[src/free_extent_coalescer_defines.svh]
// ----------------------------------------------------------------------------
// Free extent coalescer assertion macros
// Shared concurrent assertion forms used by the coalescer top level.
// ----------------------------------------------------------------------------
`ifndef FREE_EXTENT_COALESCER_DEFINES_SVH
`define FREE_EXTENT_COALESCER_DEFINES_SVH

// Same-cycle implication, disabled while reset is asserted.
`define FEC_ASSERT_NOW(label, clk, rst_n, ante, cons) \
    label: assert property (@(posedge clk) disable iff (!rst_n) (ante) |-> (cons)) \
        else $error("free_extent_coalescer: assertion failed");

// Next-cycle implication, disabled while reset is asserted.
`define FEC_ASSERT_NEXT(label, clk, rst_n, ante, cons) \
    label: assert property (@(posedge clk) disable iff (!rst_n) (ante) |=> (cons)) \
        else $error("free_extent_coalescer: assertion failed");

`endif

[src/fec_pkg.sv]
// ----------------------------------------------------------------------------
// Free extent coalescer package
// Types, codes and defaults shared by the coalescer modules.
// ----------------------------------------------------------------------------
package fec_pkg;

    localparam int TABLE_CAPACITY_DEF     = 64;
    localparam int ENTRIES_PER_SECTOR_DEF = 64;

    localparam logic [3:0] ST_ZERO_LEN       = 4'd0;
    localparam logic [3:0] ST_OUT_OF_RANGE   = 4'd1;
    localparam logic [3:0] ST_GREW_PREV      = 4'd2;
    localparam logic [3:0] ST_PREV_FOLLOW    = 4'd3;
    localparam logic [3:0] ST_PREV_OPEN      = 4'd4;
    localparam logic [3:0] ST_OPEN           = 4'd5;
    localparam logic [3:0] ST_FOLLOW         = 4'd6;
    localparam logic [3:0] ST_APPENDED       = 4'd7;
    localparam logic [3:0] ST_TABLE_FULL     = 4'd8;

    localparam logic [1:0] REG_DISK_SECTORS  = 2'd0;
    localparam logic [1:0] REG_FIRST_USABLE  = 2'd1;
    localparam logic [1:0] REG_OPEN_START    = 2'd2;
    localparam logic [1:0] REG_OPEN_LEN      = 2'd3;

    typedef struct packed {
        logic [31:0] start;
        logic [31:0] len;
    } entry_t;

    typedef enum logic [1:0] {
        CELL_HOLD,
        CELL_ROTATE,
        CELL_WRITE,
        CELL_DROP
    } cell_op_t;

    typedef struct packed {
        cell_op_t    op;
        logic        start_en;
        logic [31:0] wr_start;
        logic [31:0] wr_len;
    } cell_cmd_t;

    typedef struct packed {
        logic [31:0] disk_sectors;
        logic [31:0] first_usable;
    } cfg_t;

    typedef struct packed {
        logic        ld_start;
        logic        ld_len;
        logic [31:0] data;
    } open_load_t;

    typedef enum logic [3:0] {
        S_IDLE,
        S_SCAN1,
        S_DEC1,
        S_JOIN,
        S_SCAN2,
        S_DEC2,
        S_WRITE,
        S_DROP,
        S_FIN
    } state_t;

endpackage

[src/fec_cell.sv]
// ----------------------------------------------------------------------------
// Free extent table cell
// Holds one table entry and takes its neighbor's entry on rotate or drop.
// ----------------------------------------------------------------------------
module fec_cell
    import fec_pkg::*;
#(
    parameter int IW       = 6,
    parameter int CELL_IDX = 0
)
(
    input  logic            clk,
    input  cell_cmd_t       cmd,
    input  logic [IW-1:0]   cmd_idx,
    input  entry_t          nbr,
    output entry_t          q
);

    entry_t entry_reg;

    always_ff @(posedge clk)
    begin
        case (cmd.op)
            CELL_ROTATE:
            begin
                entry_reg <= nbr;
            end
            CELL_WRITE:
            begin
                if (cmd_idx == IW'(CELL_IDX))
                begin
                    if (cmd.start_en)
                    begin
                        entry_reg.start <= cmd.wr_start;
                    end
                    entry_reg.len <= cmd.wr_len;
                end
            end
            CELL_DROP:
            begin
                if (IW'(CELL_IDX) >= cmd_idx)
                begin
                    entry_reg <= nbr;
                end
            end
            default:
            begin
                entry_reg <= entry_reg;
            end
        endcase
    end

    assign q = entry_reg;

endmodule

[config.mk]
export PLATFORM = sky130hd
export DESIGN_NAME = fec_cell
export DESIGN_NICKNAME = d
export VERILOG_FILES = /design/src/free_extent_coalescer_defines.svh /design/src/fec_pkg.sv /design/src/fec_cell.sv
export SDC_FILE = /design/constraint.sdc
export NUM_CORES = 1
export LEC_CHECK = 0
export BUFFER_PORTS_ARGS = -buffer_cell sky130_fd_sc_hd__buf_2
export CELL_PAD_IN_SITES_DETAIL_PLACEMENT = 2
export CELL_PAD_IN_SITES_GLOBAL_PLACEMENT = 2
export CORE_MARGIN = 1
export CORE_UTILIZATION = 29
export DETAILED_ROUTE_END_ITERATION = 12
export PLACE_DENSITY = 0.82
export SLEW_MARGIN = 20
export SYNTH_ARGS = -nofsm -noshare
export SYNTH_HDL_FRONTEND = slang
export SYNTH_SLANG_ARGS = --single-unit
[constraint.sdc]
create_clock -name clk -period 3.2 [get_ports clk]
set_input_delay 0.64 -clock clk [delete_from_list [all_inputs] [get_ports clk]]
set_output_delay 0.64 -clock clk [all_outputs]
set_load 0.02 [all_outputs]
Word level (Yosys, flattened, before mapping). Index checks and enable logic that the tools add are counted.

Logic and storage cells: 17. Register bits after elaboration: 64. Input bits: 138. Output and inout bits: 64.

Reductions and logical operators: 4. Equal/unequal tests: 6. Mux-type cells: 4. $lt $le $gt $ge: 1.

Operators by type and width (number): one-hot mux 64 bit (3 select lines) (1); 2-to-1 mux 64 bit (2); 2-to-1 mux 32 bit (1); >= comparator 1 x 6 -> 1 bit (first input constant) (1); logical NOT 6 bit (1); inequality test 2 bit (second input constant) (3); == test 2 bit (second input constant) (2); AND reduction 4 bit (1); AND reduction 3 bit (1); nonzero test 3 bit (1); == test 2 x 1 -> 1 bit (second input constant) (1).

Depth between registers and ports, before layout. Gate-level depths: netlist of the first run.

Depth in word-level cells: 3. Mapped depth: 4. Depth with buffers taken out: 2.

Least setup slack after synthesis of the first run. OpenSTA, ideal clock, no wires.

Path type: input-to-reg. Start: input port cmd_idx[5]. End: register entry_reg (netlist bit q[0]) (enable). Arrival: 1824 ps. Buffers on the path: 0. Required time: 2808 ps. Path slack: 985 ps. Cell stages on the path: 2. Cell sequence: nor4_1 > a22o_1.

Cells in the longest elaborated chain, start to end: 3.

Ends and longest elaborated chain: start, declared (line fec_cell.sv:14) `input logic [IW-1:0] cmd_idx,`; >= comparator 1 x 6 -> 1 bit or logical NOT 6 bit (tied branches) (line fec_cell.sv:41, fec_cell.sv:30); inequality test 2 bit (no source line); AND reduction 3 bit (no source line) *; end signal, assigned (line fec_cell.sv:26) `entry_reg <= nbr;`; end signal, assigned (line fec_cell.sv:43) `entry_reg <= nbr;`; end signal, assigned (line fec_cell.sv:48) `entry_reg <= entry_reg;`; end, declared (line fec_cell.sv:19) `entry_t entry_reg;`.

Mark *: on every way between the ends. The rest lies on a longest branch, timed or not. A chain may end at the register's enable or synchronous reset.

Final worst setup path of the first run.
Start: input port cmd_idx[5]. End: register entry_reg (netlist bit q[36]) (enable).

Cells in the longest elaborated chain, start to end: 3.

Ends and longest elaborated chain (line): >= comparator 1 x 6 -> 1 bit or logical NOT 6 bit (tied branches) (fec_cell.sv:41, fec_cell.sv:30); inequality test 2 bit (no source line); AND reduction 4 bit (no source line) *.

Marked as above.

==> out/results.ini, run 1 <==
[outcome]
status = finished clean

[final_layout]
antenna_cells = 0
largest_register_ffs = 64
fin_nets = 489
layout-drive-gt1-share = 0.792
final_util = 0.423
finalInstanceArea_mm2 = 0.00435
area_delta_synth_final_pct = 41.5

[flow_run]
drv_cap = 0

[clock_network]
cts_buffers = 9
cts_sinks = 64
postCtsSetupBuffers = 0
cts_tree = done
clockBufferDepth = 2
htreeDepth = 3
cts.clk_slew.worst_paths_ps = 70
cts_root_buf = clkbuf_8
postCtsResizedCells = 0
postCtsHoldBufs = 0

[worst_setup_path]
cp_cell_sequence = buf_2 -> nor4_1 -> o211a_1 -> buf_4
crit_path_start_kind = primary input
path_class = primary input to flop
cp.arrival_ps = 1770
slowest_stage = buf_4
worst-path-buf-inv = 2
crit_fanout = 29
slowest_delay_ps = 390
required_ps = 3180
end_kind = flop
crit_family = buffers and inverters

[place]
gp_congestion = 0.750
dp_hpwl_mm = 6.48
port_buffers = 201
dpl-instance-area_mm2 = 0.00414

[global_route]
antenna_found_initial = 0
grt_pass1_wl_mm = 12.4
grt_util_all_layers = 0.150
grt-ovfl-total = 0
grt_max_degree = 65
grt_pass1_vias = 2359

[floorplan]
initial_utilization = 0.299
core_mm2 = 0.0103
dieWidth_um = 105
die_height_um = 105
io-pin-count = 202
num_rows = 37
dieArea_mm2 = 0.0110

[min_path]
whs_endpoint = q[5]
whs_path_depth = 2
min_path_type = primary input to flop
hp-start = cmd[5]

[yosys]
synthCells = 143
yosys_warnings = 0
synth_cell_types = 12
seq_area_frac_synth = 0.626
ys_ff_latch = 64
synth_area_mm2 = 0.00307
syn-num-nets = 281
syn_avg_cell_area_um2 = 21.5

[power_and_ir_drop]
leakage_uw = 0.00201
p_per_area_mw_per_mm2 = 496
ir_worst_vdd_mv = 0.170

[sta]
finalHoldViolCount = 0
fin_setup_tns_ps = 0
timing.final.crit_period_ps = 1780
max-slew-margin-rel = 0.679
drv_slew = 0
fmax_mhz = 561
tightestPinTransition_ps = 481
setup_viol_count_final = 0
rsz0062_at_grt = no
min_period_over_period = 0.557

[detailed_routing]
drtAntennaViolNets = 0
route.detailed.drc = 0
drt_first_iter_violations = 28
dr_total_vias = 2088
wl_per_cell_um = 16.7
wl_mm = 8.19
dr.pass1.iters = 4
vias_per_cell = 4.24

==> layout make-up <==
type / count / area [um2]
Inverter: 1 / 3.75
Sequential cell: 64 / 1920
Tap cell: 136 / 170
Fill cell: 1103 / 5930
Timing Repair Buffer: 204 / 1040
Clock buffer: 12 / 135
Clock inverter: 4 / 68.8
Multi-Input combinational cell: 71 / 1010
==> how the worst max path moves through the flow <==
stage / startpoint / endpoint / slack, ps / cells after the start
global placement: cmd_idx[5] / q[35] / 1110 / 4
global route: cmd_idx[5] / q[45] / 1340 / 4
finish: cmd_idx[5] / q[36] / 1420 / 4
CTS: cmd_idx[5] / q[45] / 1410 / 4
detailed placement: cmd_idx[5] / q[54] / 1050 / 4
floorplan: cmd_idx[5] / q[0] / 980 / 2
==> per-stage QoR <==
step | std cells | hold slack (ps) | worst slack [ps] | power, uW
after global placement | 476 | 943 | 1110 | 1440
after global routing | 492 | 588 | 1340 | 2250
final | 492 | 610 | 1420 | 2160
after CTS | 492 | 587 | 1410 | 2200
after detailed placement | 476 | 946 | 1050 | 1450
after floorplan | 143 | 857 | 985 | 1290
==> where the power goes <==
group / total, uW / internal [uW] / leakage [uW] / switching [uW]
logic: 404 / 201 / 0.00131 / 204
registers: 1020 / 1010 / 0.000599 / 15.8
clock network: 732 / 436 / 0.000102 / 296
==> metal layers <==
| layer | share of wire | up-vias | track usage |
|---|---|---|---|
| met1 | 0.35 | 978 | 0.148 |
| met5 | 0 | - | 0 |
| met4 | 0.0079 | 0 | 0.0573 |
| met2 | 0.55 | 127 | 0.286 |
| li1 | - | 977 | - |
| met3 | 0.089 | 6 | 0.0505 |
==> cell usage after synthesis <==
| master | count | area share |
|---|---|---|
| a21o_2 | 1 | 0.0029 |
| nor3b_1 | 1 | 0.0024 |
| inv_1 | 1 | 0.0012 |
| edfxtp_1 | 64 | 0.63 |
| o211a_1 | 1 | 0.0033 |
| mux2_4 | 60 | 0.29 |
| nor4_1 | 1 | 0.0020 |
| o21ai_0 | 1 | 0.0016 |
| nor2b_4 | 1 | 0.0045 |
| buf_12 | 7 | 0.046 |
| a22o_1 | 1 | 0.0029 |
| mux2_2 | 4 | 0.015 |
==> layout by cell type (no fill, tap or decap), drive strengths merged <==
| cell type | n |
|---|---|
| clkinv | 2 |
| nor3b | 1 |
| bufinv | 2 |
| o21ai | 1 |
| mux2 | 64 |
| o211a | 1 |
| buf | 204 |
| inv | 1 |
| nor2b | 1 |
| a22o | 1 |
| nor4 | 1 |
| edfxtp | 64 |
| clkbuf | 12 |
| a21o | 1 |
==> cell families (layout without fill, tap and decap cells) <==
logic type	count (synthesis)	after routing	share of synthesized area
muxes	64	64	0.308
and+or+nand+nor	3	3	0.00896
DFF	64	64	0.626
buffers and inverters	8	221	0.0468
AOI/OAI and AO/OA	4	4	0.0106
Power figures use the tool's default switching activity.
==> inputs of run 2 (changes only) <==
--- a/config.mk
+++ b/config.mk
@@ -9,9 +9,9 @@
 export CELL_PAD_IN_SITES_DETAIL_PLACEMENT = 2
 export CELL_PAD_IN_SITES_GLOBAL_PLACEMENT = 2
 export CORE_MARGIN = 1
-export CORE_UTILIZATION = 29
+export CORE_UTILIZATION = 27
 export DETAILED_ROUTE_END_ITERATION = 12
-export PLACE_DENSITY = 0.82
+export PLACE_DENSITY = 0.77
 export SLEW_MARGIN = 20
 export SYNTH_ARGS = -nofsm -noshare
 export SYNTH_HDL_FRONTEND = slang
==> constraint.sdc (replaced) <==
create_clock -name clk -period 1.8 [get_ports clk]
set_input_delay 0.36 -clock clk [delete_from_list [all_inputs] [get_ports clk]]
set_output_delay 0.36 -clock clk [all_outputs]
set_load 0.02 [all_outputs]
==> run 2 against run 1 <==
Sequential cell count is the same. Setup slack lost 950 ps. Via count grew 2.1%. Critical path depth is the same. Die area grew 7.3%. Hold slack lost 270 ps. Non-clock buffer count grew 1. First-iteration DRC count grew 64%. Final cell count grew 1.0%. Clock power grew 130%.
==> out/results.ini, run 2 (synthesis gave the netlist of run 1 again) <==
[final_layout]
layout_common_cells = buf_2, edfxtp_1, mux2_4, clkbuf_16
layout_commonest_cell = buf_2
largest_register_ffs = 64  ; unchanged
area_delta_synth_final_pct = 45.7
antenna_cells = 0  ; unchanged
fin_nets = 490  ; +0.20%
layout-drive-gt1-share = 0.798  ; +0.00618

[global_route]
grt_pass1_vias = 2443  ; +3.6%
grt_util_all_layers = 0.140  ; -0.00952
grt_pass1_wl_mm = 12.3  ; -1.2%
grt_max_degree = 41  ; -37%
grt-ovfl-total = 0  ; unchanged
antenna_found_initial = 0  ; unchanged

[floorplan]
dieArea_mm2 = 0.0118  ; +7.3%
core_mm2 = 0.0110  ; +6.9%
io-pin-count = 202  ; unchanged
dieWidth_um = 109  ; +3.6%
num_rows = 38  ; +2.7%
initial_utilization = 0.280  ; -0.0192
die_height_um = 109  ; +3.6%

[outcome]
status = finished clean

[detailed_routing]
dr.pass1.iters = 2  ; -2
wl_mm = 8.18  ; -0.12%
drtAntennaViolNets = 0  ; unchanged
wl_per_cell_um = 16.5  ; -1.1%
route.detailed.drc = 0  ; unchanged
dr_total_vias = 2132  ; +2.1%
vias_per_cell = 4.29  ; +1.1%
drt_first_iter_violations = 46  ; +64%

[sta]
setup_viol_count_final = 0  ; unchanged
fin_setup_tns_ps = 0  ; unchanged
timing.final.crit_period_ps = 1330
rsz0062_at_grt = no
drv_slew = 0  ; unchanged
finalHoldViolCount = 0  ; unchanged
min_period_over_period = 0.739
tightestPinTransition_ps = 356  ; -125 ps
whs_ps = 336  ; -274 ps
fmax_mhz = 752
max-slew-margin-rel = 0.760  ; +0.0812

[power_and_ir_drop]
p_per_area_mw_per_mm2 = 943  ; +90%
ir_worst_vdd_mv = 0.326  ; +92%
leakage_uw = 0.00205  ; +2.0%

[worst_setup_path]
cp.arrival_ps = 1390  ; -380 ps
crit_fanout = 40  ; +38%
crit_path_start_kind = primary input
required_ps = 1860  ; -1320 ps
startpoint = cmd[66]
path_class = primary input to flop
end_kind = flop

[place]
gp_congestion = 0.724  ; -3.4%
port_buffers = 201  ; unchanged
dp_hpwl_mm = 6.38  ; -1.5%

[clock_network]
postCtsHoldBufs = 0  ; unchanged
cts_root_buf = clkbuf_16
clockBufferDepth = 2  ; unchanged
cts_sinks = 64  ; unchanged
cts_buffers = 9  ; unchanged
postCtsResizedCells = 0  ; unchanged
postCtsSetupBuffers = 0  ; unchanged
htreeDepth = 3  ; unchanged
cts_tree = done
cts.clk_slew.worst_paths_ps = 60  ; about the same

[min_path]
hp-start = cmd[45]
whs_path_depth = 2  ; unchanged
min_path_type = primary input to flop

[flow_run]
drv_cap = 0  ; unchanged

run 2: cell types whose count changed in the layout (fill, tap and decap cells not counted), sizes merged:
| cell | change |
|---|---|
| clkinv | -1 |
| clkbuf | +1 |
| bufinv | -1 |
| buf | +1 |
| clkinvlp | +1 |
run 2: path summary, 6_finish.rpt:
path | end | slack (ps)
max | q[59] | 470
min | q[45] | 340
run 2: where the power goes:
part / internal [uW] / switching [uW] / total [uW]
clock network: 1070 / 604 / 1680
registers: 1790 / 27.9 / 1820
logic: 368 / 358 / 727
total: 3230 / 990 / 4220
run 2: cell type report:
type	count	area, um2
clock buffers	13	240
multi-input cells	71	1010
well taps	140	175
fillers	1122	6510
repair buffers	205	1090
inverters	1	3.75
clock inverters	3	42.5
flip-flops and latches	64	1920
run 2: metal layers:
metal,share of wire,wire (um),vias to the layer above,track usage
met2,0.52,4280,131,0.268
met3,0.12,1010,9,0.0610
met4,0.013,108,0,0.0492
met1,0.34,2790,1012,0.131
li1,-,-,980,-
met5,0,0,-,0
run 2: critical path, cell delays in order:
cell and delay [ps]:
buf_2 120, nor2b_4 210, buf_12 310, mux2_2 380
run 2: through the flow:
step           setup slack (ps)  cell area [um2]  total power, uW   util  instances
6_report                    469             4480             4220  0.408        497
5_1_grt                     388             4480             4410  0.408        497
4_1_cts                     464             4480             4290  0.408        497
3_5_place_dp                127             4190             2590  0.382        481
3_3_place_gp                175             4190             2560  0.382        481
2_1_floorplan               130             3070             2290      -        143
