### config.mk
export PLATFORM = sky130hd
export DESIGN_NAME = fec_cfg
export DESIGN_NICKNAME = d
export VERILOG_FILES = /design/src/free_extent_coalescer_defines.svh /design/src/fec_pkg.sv /design/src/fec_cfg.sv
export SDC_FILE = /design/constraint.sdc
export NUM_CORES = 1
export LEC_CHECK = 0
export BUFFER_PORTS_ARGS = -buffer_cell sky130_fd_sc_hd__buf_2
export CORE_MARGIN = 2
export CORE_UTILIZATION = 30
export DETAILED_ROUTE_END_ITERATION = 6
export GPL_TIMING_DRIVEN = 0
export PLACE_DENSITY = 0.56
export SYNTH_ARGS = -nofsm -noshare
export SYNTH_HDL_FRONTEND = slang
export SYNTH_SLANG_ARGS = --single-unit
### constraint.sdc
create_clock -name clk -period 4.9 [get_ports clk]
set_input_delay 0.98 -clock clk [delete_from_list [all_inputs] [get_ports clk]]
set_output_delay 0.98 -clock clk [all_outputs]
set_load 0.005 [all_outputs]
### src/free_extent_coalescer_defines.svh
// ----------------------------------------------------------------------------
// Free extent coalescer assertion macros
// Shared concurrent assertion forms used by the coalescer top level.
// ----------------------------------------------------------------------------
`ifndef FREE_EXTENT_COALESCER_DEFINES_SVH
`define FREE_EXTENT_COALESCER_DEFINES_SVH

// Same-cycle implication, disabled while reset is asserted.
`define FEC_ASSERT_NOW(label, clk, rst_n, ante, cons) \
    label: assert property (@(posedge clk) disable iff (!rst_n) (ante) |-> (cons)) \
        else $error("free_extent_coalescer: assertion failed");

// Next-cycle implication, disabled while reset is asserted.
`define FEC_ASSERT_NEXT(label, clk, rst_n, ante, cons) \
    label: assert property (@(posedge clk) disable iff (!rst_n) (ante) |=> (cons)) \
        else $error("free_extent_coalescer: assertion failed");

`endif

### src/fec_pkg.sv
// ----------------------------------------------------------------------------
// Free extent coalescer package
// Types, codes and defaults shared by the coalescer modules.
// ----------------------------------------------------------------------------
package fec_pkg;

    localparam int TABLE_CAPACITY_DEF     = 64;
    localparam int ENTRIES_PER_SECTOR_DEF = 64;

    localparam logic [3:0] ST_ZERO_LEN       = 4'd0;
    localparam logic [3:0] ST_OUT_OF_RANGE   = 4'd1;
    localparam logic [3:0] ST_GREW_PREV      = 4'd2;
    localparam logic [3:0] ST_PREV_FOLLOW    = 4'd3;
    localparam logic [3:0] ST_PREV_OPEN      = 4'd4;
    localparam logic [3:0] ST_OPEN           = 4'd5;
    localparam logic [3:0] ST_FOLLOW         = 4'd6;
    localparam logic [3:0] ST_APPENDED       = 4'd7;
    localparam logic [3:0] ST_TABLE_FULL     = 4'd8;

    localparam logic [1:0] REG_DISK_SECTORS  = 2'd0;
    localparam logic [1:0] REG_FIRST_USABLE  = 2'd1;
    localparam logic [1:0] REG_OPEN_START    = 2'd2;
    localparam logic [1:0] REG_OPEN_LEN      = 2'd3;

    typedef struct packed {
        logic [31:0] start;
        logic [31:0] len;
    } entry_t;

    typedef enum logic [1:0] {
        CELL_HOLD,
        CELL_ROTATE,
        CELL_WRITE,
        CELL_DROP
    } cell_op_t;

    typedef struct packed {
        cell_op_t    op;
        logic        start_en;
        logic [31:0] wr_start;
        logic [31:0] wr_len;
    } cell_cmd_t;

    typedef struct packed {
        logic [31:0] disk_sectors;
        logic [31:0] first_usable;
    } cfg_t;

    typedef struct packed {
        logic        ld_start;
        logic        ld_len;
        logic [31:0] data;
    } open_load_t;

    typedef enum logic [3:0] {
        S_IDLE,
        S_SCAN1,
        S_DEC1,
        S_JOIN,
        S_SCAN2,
        S_DEC2,
        S_WRITE,
        S_DROP,
        S_FIN
    } state_t;

endpackage

### src/fec_cfg.sv
// ----------------------------------------------------------------------------
// Free extent coalescer configuration registers
// APB-style register file with open region load strobes.
// ----------------------------------------------------------------------------
module fec_cfg
    import fec_pkg::*;
(
    input  logic        clk,
    input  logic        rst_n,
    input  logic        psel,
    input  logic        penable,
    input  logic        pwrite,
    input  logic [3:0]  paddr,
    input  logic [31:0] pwdata,
    output logic [31:0] prdata,
    output logic        pready,
    output cfg_t        cfg,
    output open_load_t  open_load
);

    logic [31:0] disk_reg;
    logic [31:0] first_reg;
    logic [31:0] ostart_reg;
    logic [31:0] olen_reg;
    logic        wr_en;

    assign pready = 1'b1;
    assign wr_en  = psel && penable && pwrite;

    always_ff @(posedge clk or negedge rst_n)
    begin
        if (!rst_n)
        begin
            disk_reg   <= '0;
            first_reg  <= '0;
            ostart_reg <= '0;
            olen_reg   <= '0;
        end
        else if (wr_en)
        begin
            unique case (paddr[3:2])
                REG_DISK_SECTORS: disk_reg   <= pwdata;
                REG_FIRST_USABLE: first_reg  <= pwdata;
                REG_OPEN_START:   ostart_reg <= pwdata;
                REG_OPEN_LEN:     olen_reg   <= pwdata;
                default:          disk_reg   <= disk_reg;
            endcase
        end
    end

    always_comb
    begin
        unique case (paddr[3:2])
            REG_DISK_SECTORS: prdata = disk_reg;
            REG_FIRST_USABLE: prdata = first_reg;
            REG_OPEN_START:   prdata = ostart_reg;
            REG_OPEN_LEN:     prdata = olen_reg;
            default:          prdata = '0;
        endcase
    end

    assign cfg.disk_sectors = disk_reg;
    assign cfg.first_usable = first_reg;

    assign open_load.ld_start = wr_en && (paddr[3:2] == REG_OPEN_START);
    assign open_load.ld_len   = wr_en && (paddr[3:2] == REG_OPEN_LEN);
    assign open_load.data     = pwdata;

endmodule

=== Word level (Yosys, flattened, before mapping) ===
Cells that the tools add are included.

* Output and inout port bits: 131
* Input port bits: 41
* Flip-flop bits (word level): 128
* Memory bits (read-only): 0
* Memories: 0
* Memory bits (writable): 0
* Bits in latches: 0
* Word-level logic and storage cells: 17

* Shifts and indexed selects: 0
* Multipliers: 0
* Eq/ne operators: 3
* Mux-type cells: 1
* Add/sub/neg operators: 0
* Reduce and logical (&&, ||, !) cells: 9
* Order comparisons: 0
* Divide/modulo/power cells: 0
* Bitwise gates (word level): 0

{| class="wikitable"
|+ Operator list
! cell !! count
|-
| case mux 32 bit (4 select lines) || 1
|-
| AND reduction 2 bit || 4
|-
| == test 2 bit (second input constant) || 2
|-
| logical AND 1 bit || 4
|-
| == test 2 x 1 -> 1 bit (second input constant) || 1
|-
| logical NOT 2 bit || 1
|}

=== Depth between registers and ports, before layout ===
Gate-level depths: netlist of run 1.

* Word-level depth: 3
* Gate-level depth with buffers: 5
* Gate-level depth less buffers: 3

=== Least setup slack after synthesis of run 1 ===
OpenSTA, ideal clock, no wires.

* Path kind: input -> output
* Start point: in paddr[2]
* End point: out prdata[0]
* Buffers on the path: 2
* Slack: 1.951 ns
* Data required time: 3.920 ns
* Cell stages on the path: 3
* Arrival: 1.969 ns
* Path through: buf_4 -> buf_2 -> mux4_2

* Word-level cells in the longest chain between the ends: 2
* Elaborated cells between the ends (all ways): 5
* Classes of those cells: 3 x eq/ne; 1 x mux; 1 x reduce/logical

{| class="wikitable"
|+ RTL lines
! item !! line !! text
|-
| from (decl) || fec_cfg.sv:13 || <nowiki>input logic [3:0] paddr,</nowiki>
|-
| == test 2 bit, or another cell as far along || fec_cfg.sv:53 || <nowiki>unique case (paddr[3:2])</nowiki>
|-
| case mux 32 bit (4 select lines) * || fec_cfg.sv:53 ||
|-
| to (decl) || fec_cfg.sv:15 || <nowiki>output logic [31:0] prdata,</nowiki>
|}

Every way passes the cells marked *; elsewhere a longest branch is shown, timed or not.

=== Worst setup path in the final report of run 1 ===
* Start point: in paddr[3]
* End point: out prdata[19]

The elaborated chain is that of the path after synthesis.

==> summary.txt, run 1 <==
Status
  • Status: finished, final reports clean

Route
  • Vias per cell: 4.509
  • Met1 WL: between 6 and 7 mm
  • Met3 WL post-DR: 698 microns
  • Count of TritonRoute iterations in the first routing pass: 4
  • Via count: around 3.6k
  • Iteration-0 DRC count of the detailed router: ~140
  • Post-Route WL: 14.01 mm
  • Highest metal used: met4
  • Residual DRC: 0
  • Final antenna-violating net count: 0
  • Wire per inst: ~17 microns
  • DR WL met2: 6.982 mm

Synth
  • Mapped Cells: roughly 350
  • Largest cells by area after synthesis: dfrtp_1 55%, mux2_2 24%, mux4_2 12%
  • Synth top area share: 54.96%
  • Synth Warn #: 0
  • Synth unique cells: 16
  • Synth Area per Inst: 16.70 sq um
  • FF+latch count, synth: 128
  • Post-synth top area cell: dfrtp_1
  • Syn nets: 390
  • Synthesized area: slightly below 6000 sq um
  • Post-synthesis sequential area ratio: 54.96%

Pwr
  • Worst VDD drop: 0.2312 mV
  • Pleak: around 0.0036 uW
  • Pwr per Cell Area: 442.0 nW/um^2
  • Power, Total: around 3300 uW

Setup path
  • Reg2reg setup slack: ~4.1 ns
  • CP Data Required Time: 3.92 ns
  • Reg2Reg Depth: 1
  • Startpoint types: primary input
  • Reg-to-Reg Start: disk_reg[1]
  • Worst reg2reg endpoint: disk_reg[1]
  • Setup CP Type: in -> out
  • Worst Path Max Fanout: 10
  • Critical Path AT: 2.46 ns
  • Crit end category: primary output

STA
  • Final worst path period need: between 3 and 4 ns
  • Setup TNS: 0 ns
  • Final hold vios: 0
  • Actual slew at the worst max-slew pin: ~0.83 ns
  • # setup viols final: 0
  • Max-slew headroom: 44.69%
  • RSZ-0062 raised after global routing: false
  • Fin crit share: 70.13%
  • Final Skew: 0 ns
  • Fmax: 291.0 MHz
  • Slew Viols, Final: 0

Clock tree
  • Resized cells post-CTS: 0
  • CTS tree: done
  • Worst-Skew Late Latency: 0.40 ns
  • CTS sink cnt: 128
  • Cts hold-fix bufs: 0
  • CTS root buffer: clkbuf_16
  • H-tree depth: 4
  • Max clock buf depth: 2
  • # Post-CTS Setup Buffers: 0
  • Clk slew on worst S/H paths: 0.05 ns
  • Num CTS Buffers: 17

Placed design
  • Final HPWL DP: 9.811 mm
  • Port buffer count: 166
  • Placed insts: 776
  • Gpl congestion: 0.7149

Layout
  • Final core utilization: 40.02%
  • Area occupied by multi-input gates: 2226 sq um
  • FF/Latch Area: 3203 sq um
  • Syn-to-layout area delta: 29.73%
  • Fill cell count: ~1.8k
  • Nets: 576
  • Final non-filler cell total: 807
  • ANT cells: 0
  • Share of layout cells above drive strength 1: approximately 74%

Global routing
  • Grt total ovfl: 0
  • Vias in the first global route: 3975
  • GRT Util Overall: 14.19%
  • Antenna violations before repair: 0
  • Largest net degree at the start of global routing: 68
  • First-pass GRT wire length: 22.01 mm

Floorplanning
  • Io pins: 172
  • Core footprint: 18890 sq um
  • Initial Utilization: 30.85%
  • Die height: around 140 microns
  • Num rows: 50
  • Die Wd: roughly 140 microns
  • Die ar.: a little over 20000 sq um

Min path
  • Hold Path Class: reg -> reg
  • Hold endpoint: ostart_reg[17]
  • Hold path start: ostart_reg[17]
  • Hold-critical path depth: 1

Run
  • Max Cap Viol: 0
## cell usage in the layout, fill, tap and decap left out, drive strengths merged
master	n
mux4	32
inv	1
dfrtp	128
clkinvlp	1
and3	1
mux2	128
clkbuf	28
and3b	1
nand3	1
nor3b	1
buf	218
clkinv	4
bufinv	1
conb	1
nand3b	1
## routing by layer
| metal | track usage [%] | up-vias |
|---|---|---|
| li1 | - | 1636 |
| met1 | 17.75 | 1885 |
| met2 | 24.09 | 106 |
| met3 | 3.632 | 12 |
| met4 | 4.541 | 0 |
| met5 | 0 | - |
## final cells by class
class / count / share of cell area [%]
inverter: 1 / 0.04964
clock inverter: 6 / 0.7612
tap: 260 / 4.302
multi-input combinational: 166 / 29.44
clock buffer: 25 / 6.421
buffer: 54 / 5.229
sequential: 128 / 42.36
timing repair buffer: 167 / 11.43
## critical path: stages
cell and delay (ns):
buf_2 0.23, clkbuf_1 0.66, mux4_2 0.43, buf_2 0.15
## worst max path at each step
stage	from	to	slack [ns]	depth (start not counted)
floorplan	paddr[2]	prdata[0]	1.95	3
global placement	rst_n	disk_reg[2]	1.19	1
detailed placement	paddr[3]	prdata[19]	1.44	4
CTS	paddr[3]	prdata[19]	1.43	4
global route	paddr[3]	prdata[18]	1.39	4
finish	paddr[3]	prdata[19]	1.46	4
## where the power goes
| part | internal (uW) | switching [uW] |
|---|---|---|
| registers | 1310 | 150 |
| logic | 455 | 260 |
| clock network | 732 | 439 |
## cells in the mapped netlist
library cell,number
mux4_2,32
mux2_1,4
and3_4,1
buf_6,7
nand3_2,1
mux2_4,1
inv_1,1
nand3b_1,1
dfrtp_1,128
buf_2,10
and3b_1,1
nor3b_4,1
mux2_2,123
clkbuf_1,3
buf_4,34
conb_1,1
## cell families after synthesis
group	count (synthesis)	synth area share (%)
DFF	128	54.96
buffers and inverters	55	6.848
muxes	160	37.16
and+or+nand+nor	5	0.9662
other	1	0.06434
## stage by stage
stage	area (sq um)	hold WS [ns]	setup WS, ns
after floorplan	5828	0.4524	1.951
final	7561	0.4822	1.464
after global routing	7561	0.5050	1.392
after detailed placement	7018	0.4723	1.439
after global placement	6984	0.4651	1.188
after CTS	7561	0.4849	1.428
Power figures use the tool's default switching activity.
==> run 2: changes to the inputs <==
--- a/config.mk
+++ b/config.mk
@@ -10,7 +10,7 @@
 export CORE_UTILIZATION = 30
 export DETAILED_ROUTE_END_ITERATION = 6
 export GPL_TIMING_DRIVEN = 0
-export PLACE_DENSITY = 0.56
+export PLACE_DENSITY = 0.58
 export SYNTH_ARGS = -nofsm -noshare
 export SYNTH_HDL_FRONTEND = slang
 export SYNTH_SLANG_ARGS = --single-unit
==> constraint.sdc (replaced) <==
create_clock -name clk -period 3.1 [get_ports clk]
set_input_delay 0.62 -clock clk [delete_from_list [all_inputs] [get_ports clk]]
set_output_delay 0.62 -clock clk [all_outputs]
set_load 0.005 [all_outputs]
==> summary.txt, run 2 (synthesis gave the netlist of run 1 again) <==
Placed design
  • Final HPWL DP: 9.899 mm (+0.89%)
  • Place WS: 0.3807 ns (-1.058 ns)
  • Gpl congestion: 0.7142 (about the same)
  • Placed insts: 776 (unchanged)
  • Port buffer count: 166 (unchanged)

Clock tree
  • CTS tree: done
  • CTS sink cnt: 128 (unchanged)
  • Num CTS Buffers: 17 (unchanged)
  • Clk slew on worst S/H paths: 0.05 ns (about the same)
  • CTS root buffer: clkbuf_16
  • Max clock buf depth: 2 (unchanged)
  • H-tree depth: 4 (unchanged)
  • Cts hold-fix bufs: 0 (unchanged)
  • # Post-CTS Setup Buffers: 0 (unchanged)
  • Worst-Skew Late Latency: 0.41 ns (about the same)
  • Resized cells post-CTS: 0 (unchanged)

STA
  • Max-slew headroom: 45.48% (+0.79 points)
  • Setup TNS: 0 ns (unchanged)
  • Slew Viols, Final: 0 (unchanged)
  • # setup viols final: 0 (unchanged)
  • Fmax: 370.3 MHz
  • Final worst path period need: between 2 and 3 ns
  • Fin crit share: 87.11%
  • Final hold vios: 0 (unchanged)
  • RSZ-0062 raised after global routing: false
  • Final Skew: 0 ns (unchanged)
  • Setup slack after layout: 0.3995 ns (-1.064 ns)
  • Actual slew at the worst max-slew pin: 0.8178 ns (-0.01188 ns)

Status
  • Status: finished, final reports clean

Pwr
  • Worst VDD drop: 0.3725 mV (+61%)
  • Pwr per Cell Area: 720.1 nW/um^2 (+63%)
  • Pleak: 0.003623 uW (+0.94%)

Layout
  • Syn-to-layout area delta: 30.96%
  • ANT cells: 0 (unchanged)
  • Share of layout cells above drive strength 1: 74.59% (+0.91 points)
  • Final non-filler cell total: 807 (unchanged)
  • Nets: 576 (unchanged)
  • Most frequent cells in the layout: 175 x buf_2, 128 x dfrtp_1, 123 x mux2_2, 34 x buf_4, 32 x mux4_2
  • Most common cell after layout, fill and taps aside: buf_2

Floorplanning
  • Core footprint: 18890 sq um (unchanged)
  • Io pins: 172 (unchanged)
  • Die height: 143.4 microns (unchanged)
  • Die Wd: 143.4 microns (unchanged)
  • Num rows: 50 (unchanged)
  • Die ar.: 20560 sq um (unchanged)
  • Initial Utilization: 30.85% (unchanged)

Setup path
  • CP Data Required Time: 2.48 ns (-1.44 ns)
  • Setup CP Type: in -> out
  • Critical Path AT: 2.08 ns (-0.38 ns)
  • Worst Path Max Fanout: 10 (unchanged)
  • Crit end category: primary output
  • Startpoint types: primary input
  • Reg2reg setup slack: 2.29 ns (-1.81 ns)

Route
  • Wire per inst: 17.59 microns (+1.3%)
  • Vias per cell: 4.538 (+0.63%)
  • Residual DRC: 0 (unchanged)
  • Via count: 3662 (+0.63%)
  • Count of TritonRoute iterations in the first routing pass: 4 (unchanged)
  • Iteration-0 DRC count of the detailed router: 110 (-20%)
  • Final antenna-violating net count: 0 (unchanged)
  • Post-Route WL: 14.20 mm (+1.3%)

Min path
  • Hold Path Class: in -> async

Global routing
  • Grt total ovfl: 0 (unchanged)
  • Antenna violations before repair: 0 (unchanged)
  • First-pass GRT wire length: 21.67 mm (-1.6%)
  • Vias in the first global route: 3816 (-4.0%)
  • GRT Util Overall: 14.17% (-0.016 points)
  • Largest net degree at the start of global routing: 76 (+12%)

Run
  • Max Cap Viol: 0 (unchanged)
[run 2: changes by cell type in the layout (fill, tap and decap cells not counted)]
cell,delta
bufinv_16,+2
clkbuf_1,-5
clkbuf_8,+1
clkinv_4,+1
clkinvlp_4,+1
[run 2: cell type report]
class	count	area, sq um
Clock buffer	21	480.5
Timing Repair Buffer	167	864.6
Sequential cell	128	3203
Tap cell	260	325.3
Clock inverter	10	133.9
Inverter	1	3.754
Buffer	54	395.4
Fill cell	1802	11260
Multi-Input combinational cell	166	2226
[run 2: critical path: stages]
cell,delay [ns]
buf_2,0.23
clkbuf_1,0.65
mux4_2,0.42
buf_2,0.14
[run 2: power by group]
group | internal, uW | leakage, uW | switching, uW | total (uW)
Combinational | 720 | 0.00175 | 417 | 1140
Sequential | 2060 | 0.00157 | 230 | 2290
Clock | 1340 | 0.000301 | 725 | 2070
Total | 4120 | 0.00362 | 1370 | 5500
[run 2: through the flow]
stage	area, sq um	hold slack [ns]	util [%]	power [uW]
2_1_floorplan	5828	0.3244	-	2909
3_3_place_gp	6984	0.4657	36.97	3422
3_5_place_dp	7018	0.4867	37.15	3485
4_1_cts	7632	0.1673	40.40	5585
5_1_grt	7632	0.1812	40.40	5783
6_report	7632	0.1582	40.40	5496
[run 2: final timing paths]
path / end / depth (start not counted) / from
max reg2reg: disk_reg[1] / 1 / disk_reg[1]
max: prdata[8] / 4 / paddr[3]
max in group asynchronous: disk_reg[30] / 2 / rst_n
min: first_reg[16] / 1 / rst_n
min in group clk: ostart_reg[17] / 2 / pwdata[17]
min reg2reg: ostart_reg[17] / 1 / ostart_reg[17]
[run 2: layer usage]
layer	wire (microns)	part of all wire [%]	vias to the layer above	GRT usage, %
met1	6357	45	1903	18.00
met4	159	1.1	0	4.644
met3	707	5.0	14	3.899
met5	0	0	-	0
met2	6972	49	122	23.48
li1	-	-	1623	-
